<file path="src/design/cdq_pkg.sv">
// Package: command and status codes and the status bundle of the deque.
package cdq_pkg;

	typedef enum logic [1:0] {
		CMD_PUSH_FRONT = 2'd0,
		CMD_PUSH_REAR  = 2'd1,
		CMD_POP_FRONT  = 2'd2,
		CMD_POP_REAR   = 2'd3
	} cmd_t;

	typedef enum logic [1:0] {
		ST_DONE  = 2'd0,
		ST_FULL  = 2'd1,
		ST_EMPTY = 2'd2
	} status_t;

	typedef struct packed {
		status_t status;
		logic    empty;
		logic    full;
	} info_t;

	localparam int unsigned WORD_W = 32;
	localparam logic [WORD_W-1:0] NONE_WORD = '1;

endpackage

</file>
<file path="src/design/cdq_req_if.sv">
// Interface: request channel carrying a command and a word to push.
interface cdq_req_if;
	import cdq_pkg::*;

	logic               valid;
	logic               ready;
	cmd_t               cmd;
	logic signed [31:0] value;

	modport source (output valid, output cmd, output value, input ready);
	modport sink (input valid, input cmd, input value, output ready);
endinterface

</file>
<file path="src/design/cdq_rsp_if.sv">
// Interface: response channel carrying status, end words and occupancy flags.
interface cdq_rsp_if;
	import cdq_pkg::*;

	logic               valid;
	logic               ready;
	status_t            status;
	logic signed [31:0] front_value;
	logic signed [31:0] rear_value;
	logic               is_empty;
	logic               is_full;

	modport source (output valid, output status, output front_value, output rear_value,
		output is_empty, output is_full, input ready);
	modport sink (input valid, input status, input front_value, input rear_value,
		input is_empty, input is_full, output ready);
endinterface

</file>
<file path="src/design/circular_deque.sv">
// Top level: double-ended queue over a circular word store.
//
//   channel | direction | payload
//   req     | in        | cmd, value
//   rsp     | out       | status, front_value, rear_value, is_empty, is_full
//
// One request per cycle unless a stalled response fills the read stage.
// The response passes the store's registered read of both end words, then the output register.
// Reset empties the deque at once; store contents are left as they are.
// A stalled response holds the output register; one more request may sit in the read stage.
module circular_deque
	import cdq_pkg::*;
#(
	parameter int unsigned DEPTH      = 8,
	parameter int unsigned DATA_WIDTH = 32
) (
	input  logic       clk,
	input  logic       arst_n,
	cdq_req_if.sink    req,
	cdq_rsp_if.source  rsp
);

	localparam int unsigned AW = $clog2(DEPTH);

	logic                  accept, advance;
	logic                  we;
	logic [AW-1:0]         waddr, raddr_front, raddr_rear;
	logic [DATA_WIDTH-1:0] wdata, front_s1, rear_s1;
	info_t                 info, info_s1;
	logic                  valid_s1, out_valid_q;
	status_t               status_q;
	logic [WORD_W-1:0]     front_q, rear_q;
	logic                  empty_q, full_q;
	logic signed [63:0]    front_ext, rear_ext;

	assign advance   = !out_valid_q || rsp.ready;
	assign req.ready = !valid_s1 || advance;
	assign accept    = req.valid && req.ready;

	cdq_ctrl #(.DEPTH(DEPTH), .DATA_WIDTH(DATA_WIDTH)) u_ctrl (
		.clk         (clk),
		.arst_n      (arst_n),
		.accept      (accept),
		.cmd         (req.cmd),
		.value       (req.value),
		.we          (we),
		.waddr       (waddr),
		.wdata       (wdata),
		.raddr_front (raddr_front),
		.raddr_rear  (raddr_rear),
		.info        (info)
	);

	cdq_mem #(.DEPTH(DEPTH), .DATA_WIDTH(DATA_WIDTH)) u_mem (
		.clk         (clk),
		.we          (we),
		.waddr       (waddr),
		.wdata       (wdata),
		.re          (accept),
		.raddr_front (raddr_front),
		.raddr_rear  (raddr_rear),
		.front_s1    (front_s1),
		.rear_s1     (rear_s1)
	);

	assign front_ext = 64'(signed'(front_s1));
	assign rear_ext  = 64'(signed'(rear_s1));

	always_ff @(posedge clk or negedge arst_n) begin
		if (!arst_n) begin
			valid_s1 <= 1'b0;
			out_valid_q <= 1'b0;
		end else begin
			valid_s1 <= accept || (valid_s1 && !advance);
			if (advance) begin
				out_valid_q <= valid_s1;
			end
		end
	end

	always_ff @(posedge clk) begin
		if (accept) begin
			info_s1 <= info;
		end
		if (valid_s1 && advance) begin
			status_q <= info_s1.status;
			empty_q <= info_s1.empty;
			full_q <= info_s1.full;
			front_q <= info_s1.empty ? NONE_WORD : front_ext[WORD_W-1:0];
			rear_q <= info_s1.empty ? NONE_WORD : rear_ext[WORD_W-1:0];
		end
	end

	assign rsp.valid       = out_valid_q;
	assign rsp.status      = status_q;
	assign rsp.front_value = front_q;
	assign rsp.rear_value  = rear_q;
	assign rsp.is_empty    = empty_q;
	assign rsp.is_full     = full_q;

	a_no_overrun: assert property (@(posedge clk) disable iff (!arst_n)
		valid_s1 && !advance |-> !accept)
		else $error("request accepted over a stalled read stage");

	a_flags_excl: assert property (@(posedge clk) disable iff (!arst_n)
		rsp.valid |-> !(rsp.is_empty && rsp.is_full))
		else $error("response both empty and full");

	a_full_refused: assert property (@(posedge clk) disable iff (!arst_n)
		rsp.valid && rsp.status == ST_FULL |-> rsp.is_full)
		else $error("push refused while not full");

	a_empty_refused: assert property (@(posedge clk) disable iff (!arst_n)
		rsp.valid && rsp.status == ST_EMPTY |-> rsp.is_empty)
		else $error("pop refused while not empty");

	a_empty_words: assert property (@(posedge clk) disable iff (!arst_n)
		rsp.valid && rsp.is_empty |-> rsp.front_value == NONE_WORD
			&& rsp.rear_value == NONE_WORD)
		else $error("empty deque reports an end word");

endmodule

</file>
<file path="src/design/cdq_mem.sv">
// Module: word store, one write port and two registered read ports with write forwarding.
module cdq_mem #(
	parameter int unsigned DEPTH      = 8,
	parameter int unsigned DATA_WIDTH = 32,
	localparam int unsigned AW        = $clog2(DEPTH)
) (
	input  logic                  clk,
	input  logic                  we,
	input  logic [AW-1:0]         waddr,
	input  logic [DATA_WIDTH-1:0] wdata,
	input  logic                  re,
	input  logic [AW-1:0]         raddr_front,
	input  logic [AW-1:0]         raddr_rear,
	output logic [DATA_WIDTH-1:0] front_s1,
	output logic [DATA_WIDTH-1:0] rear_s1
);

	logic [DATA_WIDTH-1:0] mem_q [DEPTH];

	always_ff @(posedge clk) begin
		if (we) begin
			mem_q[waddr] <= wdata;
		end
	end

	// forward a same-cycle write to the reader
	always_ff @(posedge clk) begin
		if (re) begin
			front_s1 <= (we && waddr == raddr_front) ? wdata : mem_q[raddr_front];
			rear_s1  <= (we && waddr == raddr_rear) ? wdata : mem_q[raddr_rear];
		end
	end

endmodule

</file>
<file path="src/design/cdq_ctrl.sv">
// Module: front and rear indices, empty mark, command decode and store access.
module cdq_ctrl
	import cdq_pkg::*;
#(
	parameter int unsigned DEPTH      = 8,
	parameter int unsigned DATA_WIDTH = 32,
	localparam int unsigned AW        = $clog2(DEPTH)
) (
	input  logic                  clk,
	input  logic                  arst_n,
	input  logic                  accept,
	input  cmd_t                  cmd,
	input  logic signed [31:0]    value,
	output logic                  we,
	output logic [AW-1:0]         waddr,
	output logic [DATA_WIDTH-1:0] wdata,
	output logic [AW-1:0]         raddr_front,
	output logic [AW-1:0]         raddr_rear,
	output info_t                 info
);

	localparam logic [AW-1:0] LAST = AW'(DEPTH - 1);

	logic [AW-1:0] head_q, tail_q, head_n, tail_n;
	logic          empty_q, empty_n;
	logic          full_now;
	logic signed [63:0] value_ext;
	status_t       status;

	function automatic logic [AW-1:0] inc(input logic [AW-1:0] idx);
		return (idx == LAST) ? '0 : idx + AW'(1);
	endfunction

	function automatic logic [AW-1:0] dec(input logic [AW-1:0] idx);
		return (idx == '0) ? LAST : idx - AW'(1);
	endfunction

	assign full_now  = !empty_q && inc(tail_q) == head_q;
	assign value_ext = 64'(value);

	always_comb begin
		head_n = head_q;
		tail_n = tail_q;
		empty_n = empty_q;
		status = ST_DONE;
		we = 1'b0;
		unique case (cmd) inside
			CMD_PUSH_FRONT, CMD_PUSH_REAR: begin
				if (full_now) begin
					status = ST_FULL;
				end else begin
					we = accept;
					if (empty_q) begin
						head_n = '0;
						tail_n = '0;
						empty_n = 1'b0;
					end else if (cmd == CMD_PUSH_FRONT) begin
						head_n = dec(head_q);
					end else begin
						tail_n = inc(tail_q);
					end
				end
			end
			CMD_POP_FRONT, CMD_POP_REAR: begin
				if (empty_q) begin
					status = ST_EMPTY;
				end else if (head_q == tail_q) begin
					empty_n = 1'b1;
				end else if (cmd == CMD_POP_FRONT) begin
					head_n = inc(head_q);
				end else begin
					tail_n = dec(tail_q);
				end
			end
			default: begin
				status = ST_DONE;
			end
		endcase
	end

	assign waddr       = (cmd == CMD_PUSH_FRONT) ? head_n : tail_n;
	assign wdata       = value_ext[DATA_WIDTH-1:0];
	assign raddr_front = head_n;
	assign raddr_rear  = tail_n;

	assign info.status = status;
	assign info.empty  = empty_n;
	assign info.full   = !empty_n && inc(tail_n) == head_n;

	always_ff @(posedge clk or negedge arst_n) begin
		if (!arst_n) begin
			head_q <= '0;
			tail_q <= '0;
			empty_q <= 1'b1;
		end else if (accept) begin
			head_q <= head_n;
			tail_q <= tail_n;
			empty_q <= empty_n;
		end
	end

endmodule
</file>
<file path="src/flat_wrapper.sv">
// flat-port wrapper written by rule: the top's interface ports become plain ports
module circular_deque_flat import cdq_pkg::*;
#(
	parameter int unsigned DEPTH      = 8,
	parameter int unsigned DATA_WIDTH = 32
)
  (clk, arst_n, req_valid, req_cmd, req_value, req_ready, rsp_valid, rsp_status, rsp_front_value, rsp_rear_value, rsp_is_empty, rsp_is_full, rsp_ready);
  cdq_req_if req_i ();
  cdq_rsp_if rsp_i ();
  input  logic clk;
  input  logic arst_n;
  input wire logic [$bits(req_i.valid)-1:0] req_valid;
  input wire logic [$bits(req_i.cmd)-1:0] req_cmd;
  input wire logic [$bits(req_i.value)-1:0] req_value;
  output wire logic [$bits(req_i.ready)-1:0] req_ready;
  output wire logic [$bits(rsp_i.valid)-1:0] rsp_valid;
  output wire logic [$bits(rsp_i.status)-1:0] rsp_status;
  output wire logic [$bits(rsp_i.front_value)-1:0] rsp_front_value;
  output wire logic [$bits(rsp_i.rear_value)-1:0] rsp_rear_value;
  output wire logic [$bits(rsp_i.is_empty)-1:0] rsp_is_empty;
  output wire logic [$bits(rsp_i.is_full)-1:0] rsp_is_full;
  input wire logic [$bits(rsp_i.ready)-1:0] rsp_ready;
  assign req_i.valid = req_valid;
  assign req_i.cmd = req_cmd;
  assign req_i.value = req_value;
  assign req_ready = req_i.ready;
  assign rsp_valid = rsp_i.valid;
  assign rsp_status = rsp_i.status;
  assign rsp_front_value = rsp_i.front_value;
  assign rsp_rear_value = rsp_i.rear_value;
  assign rsp_is_empty = rsp_i.is_empty;
  assign rsp_is_full = rsp_i.is_full;
  assign rsp_i.ready = rsp_ready;
  circular_deque #(.DEPTH(DEPTH), .DATA_WIDTH(DATA_WIDTH)) u_core (.clk(clk), .arst_n(arst_n), .req(req_i), .rsp(rsp_i));
endmodule
</file>
<file path="config.mk">
export PLATFORM = sky130hd
export DESIGN_NAME = circular_deque_flat
export DESIGN_NICKNAME = d
export VERILOG_FILES = /design/src/design/cdq_pkg.sv /design/src/design/cdq_req_if.sv /design/src/design/cdq_rsp_if.sv /design/src/design/circular_deque.sv /design/src/design/cdq_mem.sv /design/src/design/cdq_ctrl.sv /design/src/flat_wrapper.sv
export SDC_FILE = /design/constraint.sdc
export NUM_CORES = 1
export LEC_CHECK = 0
export BUFFER_PORTS_ARGS = -buffer_cell sky130_fd_sc_hd__buf_2
export CAP_MARGIN = 20
export CORE_MARGIN = 2
export CORE_UTILIZATION = 55
export CTS_CLUSTER_SIZE = 28
export DETAILED_ROUTE_END_ITERATION = 10
export GPL_TIMING_DRIVEN = 0
export PLACE_DENSITY_LB_ADDON = 0.12
export SYNTH_ARGS = -nofsm -noshare
export SYNTH_HDL_FRONTEND = slang
export SYNTH_HIERARCHICAL = 1
export SYNTH_SLANG_ARGS = --single-unit
</file>
<file path="constraint.sdc">
create_clock -name clk -period 10.6 [get_ports clk]
set_input_delay 2.12 -clock clk [delete_from_list [all_inputs] [get_ports clk]]
set_output_delay 2.12 -clock clk [all_outputs]
set_load 0.05 [all_outputs]
</file>
; Word-level counts from Yosys, hierarchy flattened
; Memory sizes are Yosys's and may differ from the RTL's. A register that Yosys moved wholly into a read port is not among the register bits.
; Index checks and enable logic that the tools add are counted.
[word_totals]
rom_bits = 0
ram_bits = 256
input_bits = 38
output_inout_bits = 70
register_bits = 81
latchBits = 0
mem_count = 1
wordCells = 77
[op_classes]
reduce_logical = 18
order_cmp = 0
multipliers = 0
eq_ne = 9
bitwise = 0
n_div = 0
n_addsub = 5
shifts = 0
n_mux = 31
[memory_table]
columns = name, depth, word_bits, read_ports, rd_ports_with_merged_regs, write_ports, line_no
row1 = u_core.u_mem.mem_q, 8, 32, 2, 2, 1, cdq_mem.sv:18  ; logic [DATA_WIDTH-1:0] mem_q [DEPTH];
[ops]
columns = cell, n
row1 = $mux W3, 18
row2 = $pmux W3 S2, 2
row3 = $add A3 B1 Y3 const B, 3
row4 = $eq A3 B3 Y1, 3
row5 = $eq A3 B3 Y1 const B, 3
row6 = $mux W1, 8
row7 = $logic_not A3 Y1, 2
row8 = $sub A3 B1 Y3 const B, 2
row9 = $logic_and A1 B1 Y1, 5
row10 = $logic_not A1 Y1, 5
row11 = $eq A2 B2 Y1 const B, 2
row12 = $pmux W2 S2, 1
row13 = $reduce_or A2 Y1, 2
row14 = $logic_or A1 B1 Y1, 3
row15 = $eq A2 B1 Y1 const B, 1
row16 = $logic_not A2 Y1, 1
row17 = $mux W2, 1
row18 = $pmux W1 S2, 1

; Logic depth before layout (Yosys ltp)
; Gate-level depths: netlist of the first run.
[logic_depth]
word_depth = 10
ltp_mapped = 15
ltp_nobuf = 12

; Hierarchy
; Netlist of the first run, hierarchy kept.
[by_module_without_submodules]
columns = module, area_per_inst_um2, instances, cells_per_inst, seq_area_each_um2
row1 = cdq_mem, 14497.7, 1, 641, 9609.2
row2 = circular_deque, 2730.1, 1, 151, 2212.1
row3 = cdq_ctrl, 1322.5, 1, 168, 176.4

; Worst setup path after synthesis of the first run
; Ideal clock, no wire load.
[synth_path]
path_kind = input to register
from = input port rsp_ready
to = memory u_core.u_mem.mem_q[4][0] (enable)
t_arrival_ns = 7.422
slack_ns = 2.717
path_buffers = 1
required_time_ns = 10.139
setup_ns = 0.461
cell_stages = 6
path_cell_list = nand3b_1 and2_1 clkbuf_1 nor3b_1 nand2_1 nor3_1
[synth_between]
elab_chain_cells = 7
[synth_lines]
columns = element, line_no
row1 = start: declaration, flat_wrapper.sv:22  ; input wire logic [$bits(rsp_i.ready)-1:0] rsp_ready;
row2 = $logic_or A1 B1 Y1, circular_deque.sv:36  ; assign advance = !out_valid_q || rsp.ready;
row3 = $logic_or A1 B1 Y1, circular_deque.sv:37  ; assign req.ready = !valid_s1 || advance;
row4 = $logic_and A1 B1 Y1, circular_deque.sv:38  ; assign accept = req.valid && req.ready;
row5 = net u_core.accept, circular_deque.sv:25  ; logic accept, advance;
row6 = $mux W1, cdq_ctrl.sv:49  ; if (full_now) begin
row7 = $mux W1, cdq_ctrl.sv:47  ; unique case (cmd) inside
row8 = net u_core.we, circular_deque.sv:26  ; logic we;
row9 = $mux W1, cdq_mem.sv:21  ; if (we) begin
row10 = $mux W1 (not written as such), cdq_mem.sv:22  ; mem_q[waddr] <= wdata;
row11 = end: declaration, cdq_mem.sv:18
; The timed path passes the listed nets, and every way through them passes these cells.

; Worst setup path after layout of the first run
[layout_path]
from = input port req_cmd[1]
to = register u_core.u_mem.front_s1[21], read port of u_core.u_mem.mem_q (data pin)
[layout_between]
elab_chain_cells = 5
word_cells_on_any_way = 13
classes_between = eq/ne: 3 / mux: 7 / reduce/logical: 3
[layout_lines]
columns = element, line_no
row1 = start: declaration, flat_wrapper.sv:13  ; input wire logic [$bits(req_i.cmd)-1:0] req_cmd;
row2 = $eq A2 B2 Y1 / $logic_not A2 Y1 (equally long branches), "cdq_ctrl.sv:69, cdq_ctrl.sv:57"
row3 = $mux W3 (on tied branches), "cdq_ctrl.sv:69, cdq_ctrl.sv:57"
row4 = $mux W3 (on tied branches), "cdq_ctrl.sv:67, cdq_ctrl.sv:53"
row5 = $mux W3 (on tied branches), "cdq_ctrl.sv:65, cdq_ctrl.sv:49"
row6 = $pmux W3 S2 (*), cdq_ctrl.sv:47
row7 = net u_core.raddr_front[1], circular_deque.sv:27  ; logic [AW-1:0] waddr, raddr_front, raddr_rear;
row8 = end: declaration, cdq_mem.sv:14  ; output logic [DATA_WIDTH-1:0] front_s1,
; The timed path passes the listed nets; every way through them passes the cells marked *.
; A chain may end at the register's enable or synchronous reset.

==> results by group, run 1 <==
Global route
  • GRT Residual Overflow: 0
  • Grt peak-use layer: met2
  • GRT Util Overall: between 20% and 30%
  • Initial antenna violation count: 1
  • Met3 Track Usage GR: under 10%
  • Pin count of the biggest net entering global routing: 54
  • GRT met1 Usage: between 30% and 40%
  • First-pass GRT wire length: 61.1 mm
  • Vias in the first global route: 9784
  • GRT met2 Usage: roughly two fifths

Power and ir drop
  • IR drop worst, VDD: 224 µV
  • Pwr Total: 7250 µW
  • PD cells: approximately 340 nW/µm²
  • Net Sw Frac: 33.3%
  • P_leak: 0.00721 µW
  • Switching pwr: 2410 µW
  • Pint: 4840 µW
  • Sequential share of power: 31.4%
  • Clock power frac: 20.7%
  • Logic pwr share: 47.9%

Floorplan
  • Top Ports: ~110
  • Placement row count: 67
  • Die height: 188 µm
  • Initial Util: 55.6%
  • Placeable Area: 33400 µm²
  • Die ar.: 35200 µm²
  • Die extent in x: 188 µm

Routing
  • ANT nets after route: 0
  • Detailed Routing Iterations Pass 1: 5
  • Final wirelength: 40.3 mm
  • WL/cell: 25.6 µm
  • Avg Vias per Cell: ~6
  • DRC: 0
  • Vias: 9498
  • DRT iter0 DRCs: 1096

Worst setup path
  • Reg-to-reg endpoint: u_core/u_mem/rear_s1[21]
  • CP max FO: 10
  • WP data arrival: 5.38 ns
  • CP Capture Type: flip-flop
  • CP Launch Type: primary input
  • Setup CP Type: primary input to flip-flop
  • R2R depth: 13
  • WP data required: about 11 ns
  • R2R setup slack: 5.87 ns
  • Reg2reg start: u_core/u_ctrl/tail_q[1]

Clock tree
  • PostCTS Resize Cnt: 0
  • Root Driver: clkbuf_16
  • Clock latency on the worst-skew pair: 0.54 ns
  • Post-CTS Setup Inserts: 0
  • H-tree depth: 2
  • Maximum clock path buffer count: 3
  • Worst-path clk slew: 0.06 ns
  • CTS Buf Count: 42
  • CTS Sinks: 401
  • Hold_buf cts: 0
  • CTS tree: built

Timing
  • Post-route minimum period: 5.09 ns
  • Setup TNS: 0 ns
  • Tcrit/Tclk final: 48.1%
  • Slew HR: 36.8%
  • Hold Fails Final Rpt: 0
  • Fmax: 196 MHz
  • Setup-failing EPs final: 0
  • RSZ-0062 raised after global routing: false
  • Hold Worst Slack: approximately 0.42 ns
  • Final Max Slew Viols: 0
  • Clk_skew: 0.0122 ns
  • Worst Tran Pin Value: around 0.95 ns

Place
  • DP Wirelength: about 25 mm
  • # port buffers: 75
  • Area after DPL: 19800 µm²
  • Final RePlAce weighted congestion: ~0.84

Synth
  • Cell Area, Synth: 18600 µm²
  • Syn Nets: 1008
  • Sequential share of the synthesized area: 64.7%
  • Syn Area/Cell: 19.3 µm²
  • Number of flops mapped to enable cells by yosys: 392
  • Yosys warns: 6
  • Synth Register Bits: between 400 and 500
  • Async S/R FF share, synth: 2.24%
  • Primary FF master, synth: edfxtp_1
  • Cell variety after synth: between 50 and 60
  • Post-Synthesis Cells: 960

Final layout
  • Cell area after layout: between 20000 and 25000 µm²
  • Area grow syn2layout: 14.4%
  • Fraction of layout cells with a size suffix above 1: ~43%
  • Most frequent cells in the layout: edfxtp_1, mux2_2, mux4_2, buf_2, or2_1
  • Final nets: 1143
  • Diodes inserted: 0
  • Most common cell after layout, fill and taps aside: edfxtp_1
  • Finished Core Util: 63.6%

Worst hold path
  • Worst Hold Class: flip-flop to flip-flop
  • Min-Delay Endpoint: u_core/rsp.status[1]
  • Worst Hold Launch: u_core/info_s1[3]
  • Hold Path Cell Cnt: 0

Run status
  • Status: completed

Job
  • Max Cap Viol: 0
==> worst max path at each step <==
stage                     from                         to  slack [ns]  cells past startpoint
finish              req_cmd[1]  u_core/u_mem/front_s1[21]        5.51                     13
global route        req_cmd[1]  u_core/u_mem/front_s1[21]        5.18                     13
floorplan            rsp_ready   u_core/u_mem/mem_q[4][0]        2.72                      6
global placement     rsp_ready  u_core/u_mem/mem_q[4][18]       -1.31                      7
detailed placement  req_cmd[0]   u_core/u_mem/rear_s1[21]        5.00                     11
CTS                 req_cmd[0]   u_core/u_mem/rear_s1[21]        5.56                     11
==> cell families after synthesis <==
| logic type | count (synthesis) | share of synthesized area, % |
|---|---|---|
| AO/OA/AOI/OAI | 36 | 1.50 |
| multiplexers | 263 | 24.5 |
| flip-flops | 401 | 64.7 |
| XOR/XNOR | 14 | 0.742 |
| buffers and inverters | 106 | 3.92 |
| adder cells (fa/ha/maj) | 10 | 0.674 |
| AND/OR/NAND/NOR | 130 | 4.00 |
==> layer usage <==
layer | vias to the layer above | part of all wire, % | wire, µm
li1 | 4141 | - | -
met4 | 2 | 1.9 | 769
met3 | 59 | 6.2 | 2500
met1 | 4957 | 42 | 17100
met2 | 339 | 49 | 19900
met5 | - | 0.032 | 13
==> cell usage after synthesis (5+ instances only) <==
master    count  area (µm²)
a21oi_1       8        40.0
buf_1         7        26.3
buf_2         9        45.0
buf_4        38         285
buf_6        16         180
clkbuf_1     21        78.8
dfrtp_1       8         200
edfxtp_1    392       11800
ha_1         10         125
inv_1        11        41.3
mux2_2      116        1310
mux2_4       16         240
mux4_1       22         578
mux4_2      106        2390
nand2_1       8        30.0
nand2b_1      8        50.1
nor2_1       20        75.1
nor3_1        5        25.0
or2_1        61         382
or2_2         5        31.3
xnor2_1      10        87.6
==> layout make-up <==
type / count / area [µm²]
fill: 2361 / 12100
sequential: 401 / 12000
multi-input combinational: 453 / 5890
clock buffer: 51 / 1130
buffer: 95 / 686
timing repair buffer: 91 / 644
tap: 448 / 561
clock inverter: 26 / 288
inverter: 11 / 41.3
==> per-stage QoR <==
| step | std cells | worst slack, ns |
|---|---|---|
| after floorplan | 960 | 2.72 |
| after global placement | 1483 | -1.31 |
| after detailed placement | 1499 | 5.00 |
| after CTS | 1576 | 5.56 |
| after global routing | 1576 | 5.18 |
| final | 1576 | 5.51 |
==> power groups by stage <==
stage / Clock [µW] / Sequential (µW) / Combinational (µW)
detailed placement: 0 / 2310 / 3480
CTS: 1520 / 2280 / 3510
floorplan: 0 / 2480 / 2450
finish: 1500 / 2280 / 3470
global route: 1590 / 2310 / 3700
global placement: 0 / 2310 / 3410
==> critical path, stage by stage <==
cell and delay [ns]:
buf_2 0.11, clkbuf_1 0.37, nor2_1 0.15, o21ai_0 0.18, mux2i_1 0.09, nor2_1 0.38, inv_1 0.16, mux2_2 0.28
clkbuf_1 0.21, xnor2_1 0.18, nand4_1 0.29, buf_2 0.45, mux2_2 0.42
==> flip-flops by register name, summed over array words and instances, names as in the netlist <==
register	count
u_core/info_s1	4
u_core/rsp.front_value	32
u_core/rsp.is_empty	1
u_core/rsp.is_full	1
u_core/rsp.rear_value	32
u_core/rsp.status	2
u_core/rsp.valid	1
u_core/u_ctrl/empty_q	1
u_core/u_ctrl/head_q	3
u_core/u_ctrl/tail_q	3
u_core/u_mem/front_s1	32
u_core/u_mem/mem_q	256
u_core/u_mem/rear_s1	32
u_core/valid_s1	1
(Power assumes the default switching activity.)
==> run 2, diff against run 1 <==
clock period = 4.4 ns   (was 10.6 ns; I/O delays follow)
==> run 2 against run 1 <==
  * Core utilization is essentially flat
  * Design area about the same
  * Register-to-register slack got worse by 5.7 ns
  * Via count decreased by 0.21%
  * Die area did not move
  * Clock power up 130%
  * Sequential cell count unchanged
  * Sequential power rose by 140%
  * Cell count shrank 0.19%
  * Global-route usage shrank 0.57 points
  * Non-clock buffer count shrank 3
  * Largest cell class unchanged
==> results by group, run 2 (synthesis gave the netlist of run 1 again) <==
Floorplan
  • Placement row count: 67
  • Top Ports: approximately 110
  • Initial Util: between 50% and 60%
  • Placeable Area: approximately 33000 µm²
  • Die height: between 150 and 200 µm
  • Die extent in x: between 150 and 200 µm
  • Die ar.: 35200 µm²

Power and ir drop
  • IR drop worst, VDD: ~640 µV
  • Net Sw Frac: 33.5%
  • Pint: 11500 µW
  • PD cells: 815 nW/µm²
  • Switching pwr: approximately 5800 µW
  • Logic pwr share: 48.4%
  • P_leak: 0.00723 µW
  • Sequential share of power: 31.7%
  • Clock power frac: 19.9%

Routing
  • DRT iter0 DRCs: 748
  • Final wirelength: between 30 and 40 mm
  • ANT nets after route: 0
  • WL/cell: 25.2 µm
  • Detailed Routing Iterations Pass 1: 5
  • Vias: 9478
  • Avg Vias per Cell: 6.03
  • DRC: 0

Timing
  • Setup TNS: 0 ns
  • Post-route minimum period: roughly 4.2 ns
  • RSZ-0062 raised after global routing: false
  • Tcrit/Tclk final: 96.4%
  • Setup-failing EPs final: 0
  • Hold Worst Slack: 0.209 ns
  • Slew HR: 38.8%
  • Final Max Slew Viols: 0
  • Hold Fails Final Rpt: 0
  • Worst Tran Pin Value: 0.915 ns
  • Clk_skew: around 0.014 ns
  • Fmax: 236 MHz

Worst setup path
  • CP max FO: 10
  • WP data required: 4.68 ns
  • Reg2reg start: u_core/u_ctrl/tail_q[1]
  • WP data arrival: 4.52 ns
  • R2R setup slack: about 0.16 ns
  • CP Launch Type: flip-flop
  • Setup CP Type: flip-flop to flip-flop
  • CP Capture Type: flip-flop
  • R2R depth: 13
  • Reg-to-reg endpoint: u_core/u_mem/front_s1[21]

Place
  • Area after DPL: 19800 µm²
  • Final RePlAce weighted congestion: 0.827
  • DP Wirelength: 24.7 mm
  • # port buffers: 75

Worst hold path
  • Worst Hold Class: primary input to async pin

Global route
  • Pin count of the biggest net entering global routing: 72
  • Vias in the first global route: 9641
  • GRT Residual Overflow: 0
  • First-pass GRT wire length: 59.9 mm
  • GRT Util Overall: 22.9%
  • Initial antenna violation count: 1

Final layout
  • Most common cell after layout, fill and taps aside: edfxtp_1
  • Max reg flops: 256
  • Final nets: 1140
  • Cell area after layout: 21200 µm²
  • Finished Core Util: 63.6%
  • Most flops, register: u_core/u_mem/mem_q
  • Area grow syn2layout: 14.4%
  • Fraction of layout cells with a size suffix above 1: about 44%
  • Diodes inserted: 0
  • Most frequent cells in the layout: edfxtp_1, mux2_2, mux4_2, buf_2, or2_1

Clock tree
  • CTS Sinks: 401
  • Maximum clock path buffer count: 3
  • Root Driver: clkbuf_16
  • H-tree depth: 2
  • CTS Buf Count: 42
  • Worst-path clk slew: 0.06 ns
  • Clock latency on the worst-skew pair: ~0.54 ns
  • CTS tree: built

Job
  • Max Cap Viol: 0

Run status
  • Status: completed
==> run 2: cell types whose count changed in the layout (fill, tap and decap cells not counted), sizes merged <==
cell,delta
bufinv,-2
clkinvlp,+2
clkinv,+3
buf,-6
==> run 2: how the worst max path moves through the flow <==
| stage | endpoint | startpoint | slack [ns] | cells after the start |
|---|---|---|---|---|
| global route | u_core/u_mem/front_s1[21] | u_core/u_ctrl/tail_q[1] | 0.009 | 13 |
| global placement | u_core/u_mem/mem_q[6][18] | rsp_ready | -1.20 | 7 |
| CTS | u_core/u_mem/front_s1[1] | u_core/u_ctrl/tail_q[1] | 0.005 | 12 |
| finish | u_core/u_mem/front_s1[21] | u_core/u_ctrl/tail_q[1] | 0.16 | 13 |
| detailed placement | u_core/u_mem/mem_q[2][18] | rsp_ready | -0.38 | 8 |
| floorplan | u_core/u_mem/mem_q[2][0] | rsp_ready | 0.14 | 6 |
==> run 2: metrics by stage <==
step / cells / total power (µW) / setup slack [ns]
final: 1573 / 17300 / 0.157
after global routing: 1573 / 18200 / 0.00864
after CTS: 1571 / 17400 / 0.00458
after detailed placement: 1495 / 13900 / -0.380
after global placement: 1483 / 13800 / -1.20
after floorplan: 960 / 11900 / 0.140
==> run 2: repair_timing <==
action	4_1_cts	5_1_grt
resized for setup	9	26
gates cloned	0	0
pin swaps	0	2
buffers inserted	0	2
setup endpoints to repair	128	77
hold buffers	0	0
==> run 2: final cells by class <==
cell class	instances	area, µm²
Clock inverter	29	277
Sequential cell	401	12000
Clock buffer	48	1070
Tap cell	448	561
Buffer	93	708
Fill cell	2399	12100
Multi-Input combinational cell	453	5910
Inverter	11	41.3
Timing Repair Buffer	90	658
==> run 2: critical path: stages, from the launching register on <==
cell and delay [ns]:
dfrtp_1 0.46, ha_1 0.22, ha_1 0.33, xor2_1 0.20, or3_1 0.36, clkbuf_1 0.19, mux2i_1 0.16, nor2_2 0.27
inv_1 0.13, mux2_2 0.38, xnor2_1 0.19, nand4_1 0.33, clkbuf_4 0.40, mux2_2 0.35
==> run 2: routing by layer <==
layer  track usage (%)  up-vias  wire [µm]
met3              3.80       57       2430
met1              32.3     4976      16900
li1                  -     4134          -
met5                 0        -          0
met4              6.00        0        823
met2              37.7      311      19500
==> run 2: power groups by stage <==
stage	registers [µW]	clock network [µW]	logic, µW
floorplan	5960	0	5940
global placement	5550	0	8220
detailed placement	5560	0	8370
CTS	5480	3510	8410
global route	5540	3650	8960
finish	5480	3450	8370
==> run 3, diff against run 2 <==
MAX_ROUTING_LAYER = met4   (was default)
==> run 3 against run 2 <==
  * Clock skew rose by 0.0024 ns
  * First-iteration DRC count rose by 0.53%
  * Register-to-register slack improved by 0.02 ns
  * Sequential share of layout area barely moved
==> results by group, run 3 (synthesis gave the netlist of run 1 again) <==
Run status
  • Status: completed

Routing
  • DRC: 0
  • Detailed Routing Iterations Pass 1: 5
  • Final wirelength: 39.5 mm
  • DRT iter0 DRCs: between 700 and 800
  • Vias: between 9k and 10k
  • ANT nets after route: 0
  • Avg Vias per Cell: 6.03
  • WL/cell: 25.1 µm

Final layout
  • Most frequent cells in the layout: edfxtp_1, mux2_2, mux4_2, buf_2, or2_1
  • Most flops, register: u_core/u_mem/mem_q
  • Final nets: 1140
  • Post-route insts no fill: 1574
  • Fraction of layout cells with a size suffix above 1: 44.4%
  • Most common cell after layout, fill and taps aside: edfxtp_1
  • Max reg flops: 256
  • Area grow syn2layout: 14.4%
  • FILL cells: 2398

Place
  • DP Wirelength: between 20 and 25 mm
  • # port buffers: 75
  • Number of placed cells counting well taps: 1495
  • Final RePlAce weighted congestion: 0.840

Timing
  • Hold Fails Final Rpt: 0
  • Setup TNS: 0 ns
  • Clk_skew: 0.0163 ns
  • Final Max Slew Viols: 0
  • Fmax: 237 MHz
  • Slew HR: 38.3%
  • Setup-failing EPs final: 0
  • Tcrit/Tclk final: roughly 96%
  • Worst Tran Pin Value: 0.923 ns
  • RSZ-0062 raised after global routing: false
  • Post-route minimum period: 4.22 ns

Power and ir drop
  • PD cells: 814 nW/µm²
  • IR drop worst, VDD: 632 µV
  • P_leak: about 0.0072 µW

Floorplan
  • Placement row count: 67
  • Initial Util: 55.6%
  • Die extent in x: approximately 190 µm
  • Top Ports: 108
  • Placeable Area: 33400 µm²
  • Die ar.: 35200 µm²
  • Die height: 188 µm

Global route
  • Initial antenna violation count: 1
  • First-pass GRT wire length: 59.9 mm
  • GRT Util Overall: between 20% and 30%
  • Pin count of the biggest net entering global routing: 72
  • GRT Residual Overflow: 0
  • Vias in the first global route: 9631

Worst setup path
  • Setup CP Type: flip-flop to flip-flop
  • CP max FO: 20
  • WP data arrival: 4.45 ns
  • CP Capture Type: flip-flop
  • CP Launch Type: flip-flop
  • WP data required: roughly 4.6 ns

Clock tree
  • Root Driver: clkbuf_16
  • Clock latency on the worst-skew pair: 0.54 ns
  • CTS Sinks: ~400
  • CTS Buf Count: 42
  • Worst-path clk slew: approximately 0.060 ns
  • CTS tree: built
  • H-tree depth: 2
  • Maximum clock path buffer count: 3

Worst hold path
  • Worst Hold Class: primary input to async pin

Job
  • Max Cap Viol: 0
-- run 3: worst paths after layout --
check | endpoint | cells past startpoint | from | slack, ns
setup reg to reg | u_core/u_mem/mem_q[2][6] | 12 | u_core/u_ctrl/tail_q[1] | 0.18
max in group asynchronous | u_core/u_ctrl/empty_q | 1 | arst_n | 3.93
hold reg to reg | u_core/rsp.is_full | 0 | u_core/info_s1[0] | 0.42
hold / removal | u_core/u_ctrl/head_q[0] | 1 | arst_n | 0.21
min in group clk | u_core/rsp.is_full | 0 | u_core/info_s1[0] | 0.42
setup / recovery | u_core/u_mem/mem_q[2][6] | 12 | u_core/u_ctrl/tail_q[1] | 0.18
-- run 3: final cells by class --
class / instances / area (µm²) / area share (%)
clock buffers: 48 / 1070 / 5.06
flip-flops and latches: 401 / 12000 / 56.5
well taps: 448 / 561 / 2.64
repair buffers: 90 / 658 / 3.10
clock inverters: 29 / 277 / 1.30
inverters: 11 / 41.3 / 0.195
diodes: 1 / 2.50 / 0.0118
plain buffers: 93 / 708 / 3.34
multi-input cells: 453 / 5910 / 27.8
-- run 3: what timing repair did --
item / 4_1_cts / 5_1_grt
gates resized for setup: 9 / 26
setup endpoints to repair: 128 / 77
hold buffers: 0 / 0
gates cloned: 0 / 0
setup buffers: 0 / 2
pin swaps: 0 / 2
-- run 3: layer usage --
| layer | routed length (µm) | track usage [%] |
|---|---|---|
| met3 | 2410 | 3.76 |
| met5 | 0 | - |
| met1 | 16800 | 32.3 |
| met4 | 762 | 6.00 |
| met2 | 19500 | 37.7 |
-- run 3: stage by stage --
step	hold slack (ns)	instance area (µm²)	util, %	total power (µW)	worst slack, ns
3_3_place_gp	0.403	19500	58.5	13800	-1.20
2_1_floorplan	0.400	18600	-	11900	0.140
6_report	0.209	21200	63.6	17300	0.182
4_1_cts	0.198	21200	63.4	17400	0.00458
5_1_grt	0.216	21200	63.6	18200	0.00864
3_5_place_dp	0.406	19800	59.4	13900	-0.380
-- run 3: worst max-delay path: stages, from the launching register on --
cell and delay (ns):
dfrtp_1 0.47, ha_1 0.22, ha_1 0.33, xor2_1 0.20
or3_1 0.36, clkbuf_1 0.18, nand2_1 0.12, mux2i_1 0.19
o21ai_1 0.16, o21a_1 0.30, nand2b_1 0.35, nor2_4 0.79
buf_16 0.24
-- run 3: report_power, final --
group,switching [µW],internal (µW),total (µW)
logic,4140,4220,8350
clock network,1440,2000,3450
registers,201,5280,5480
total,5780,11500,17300
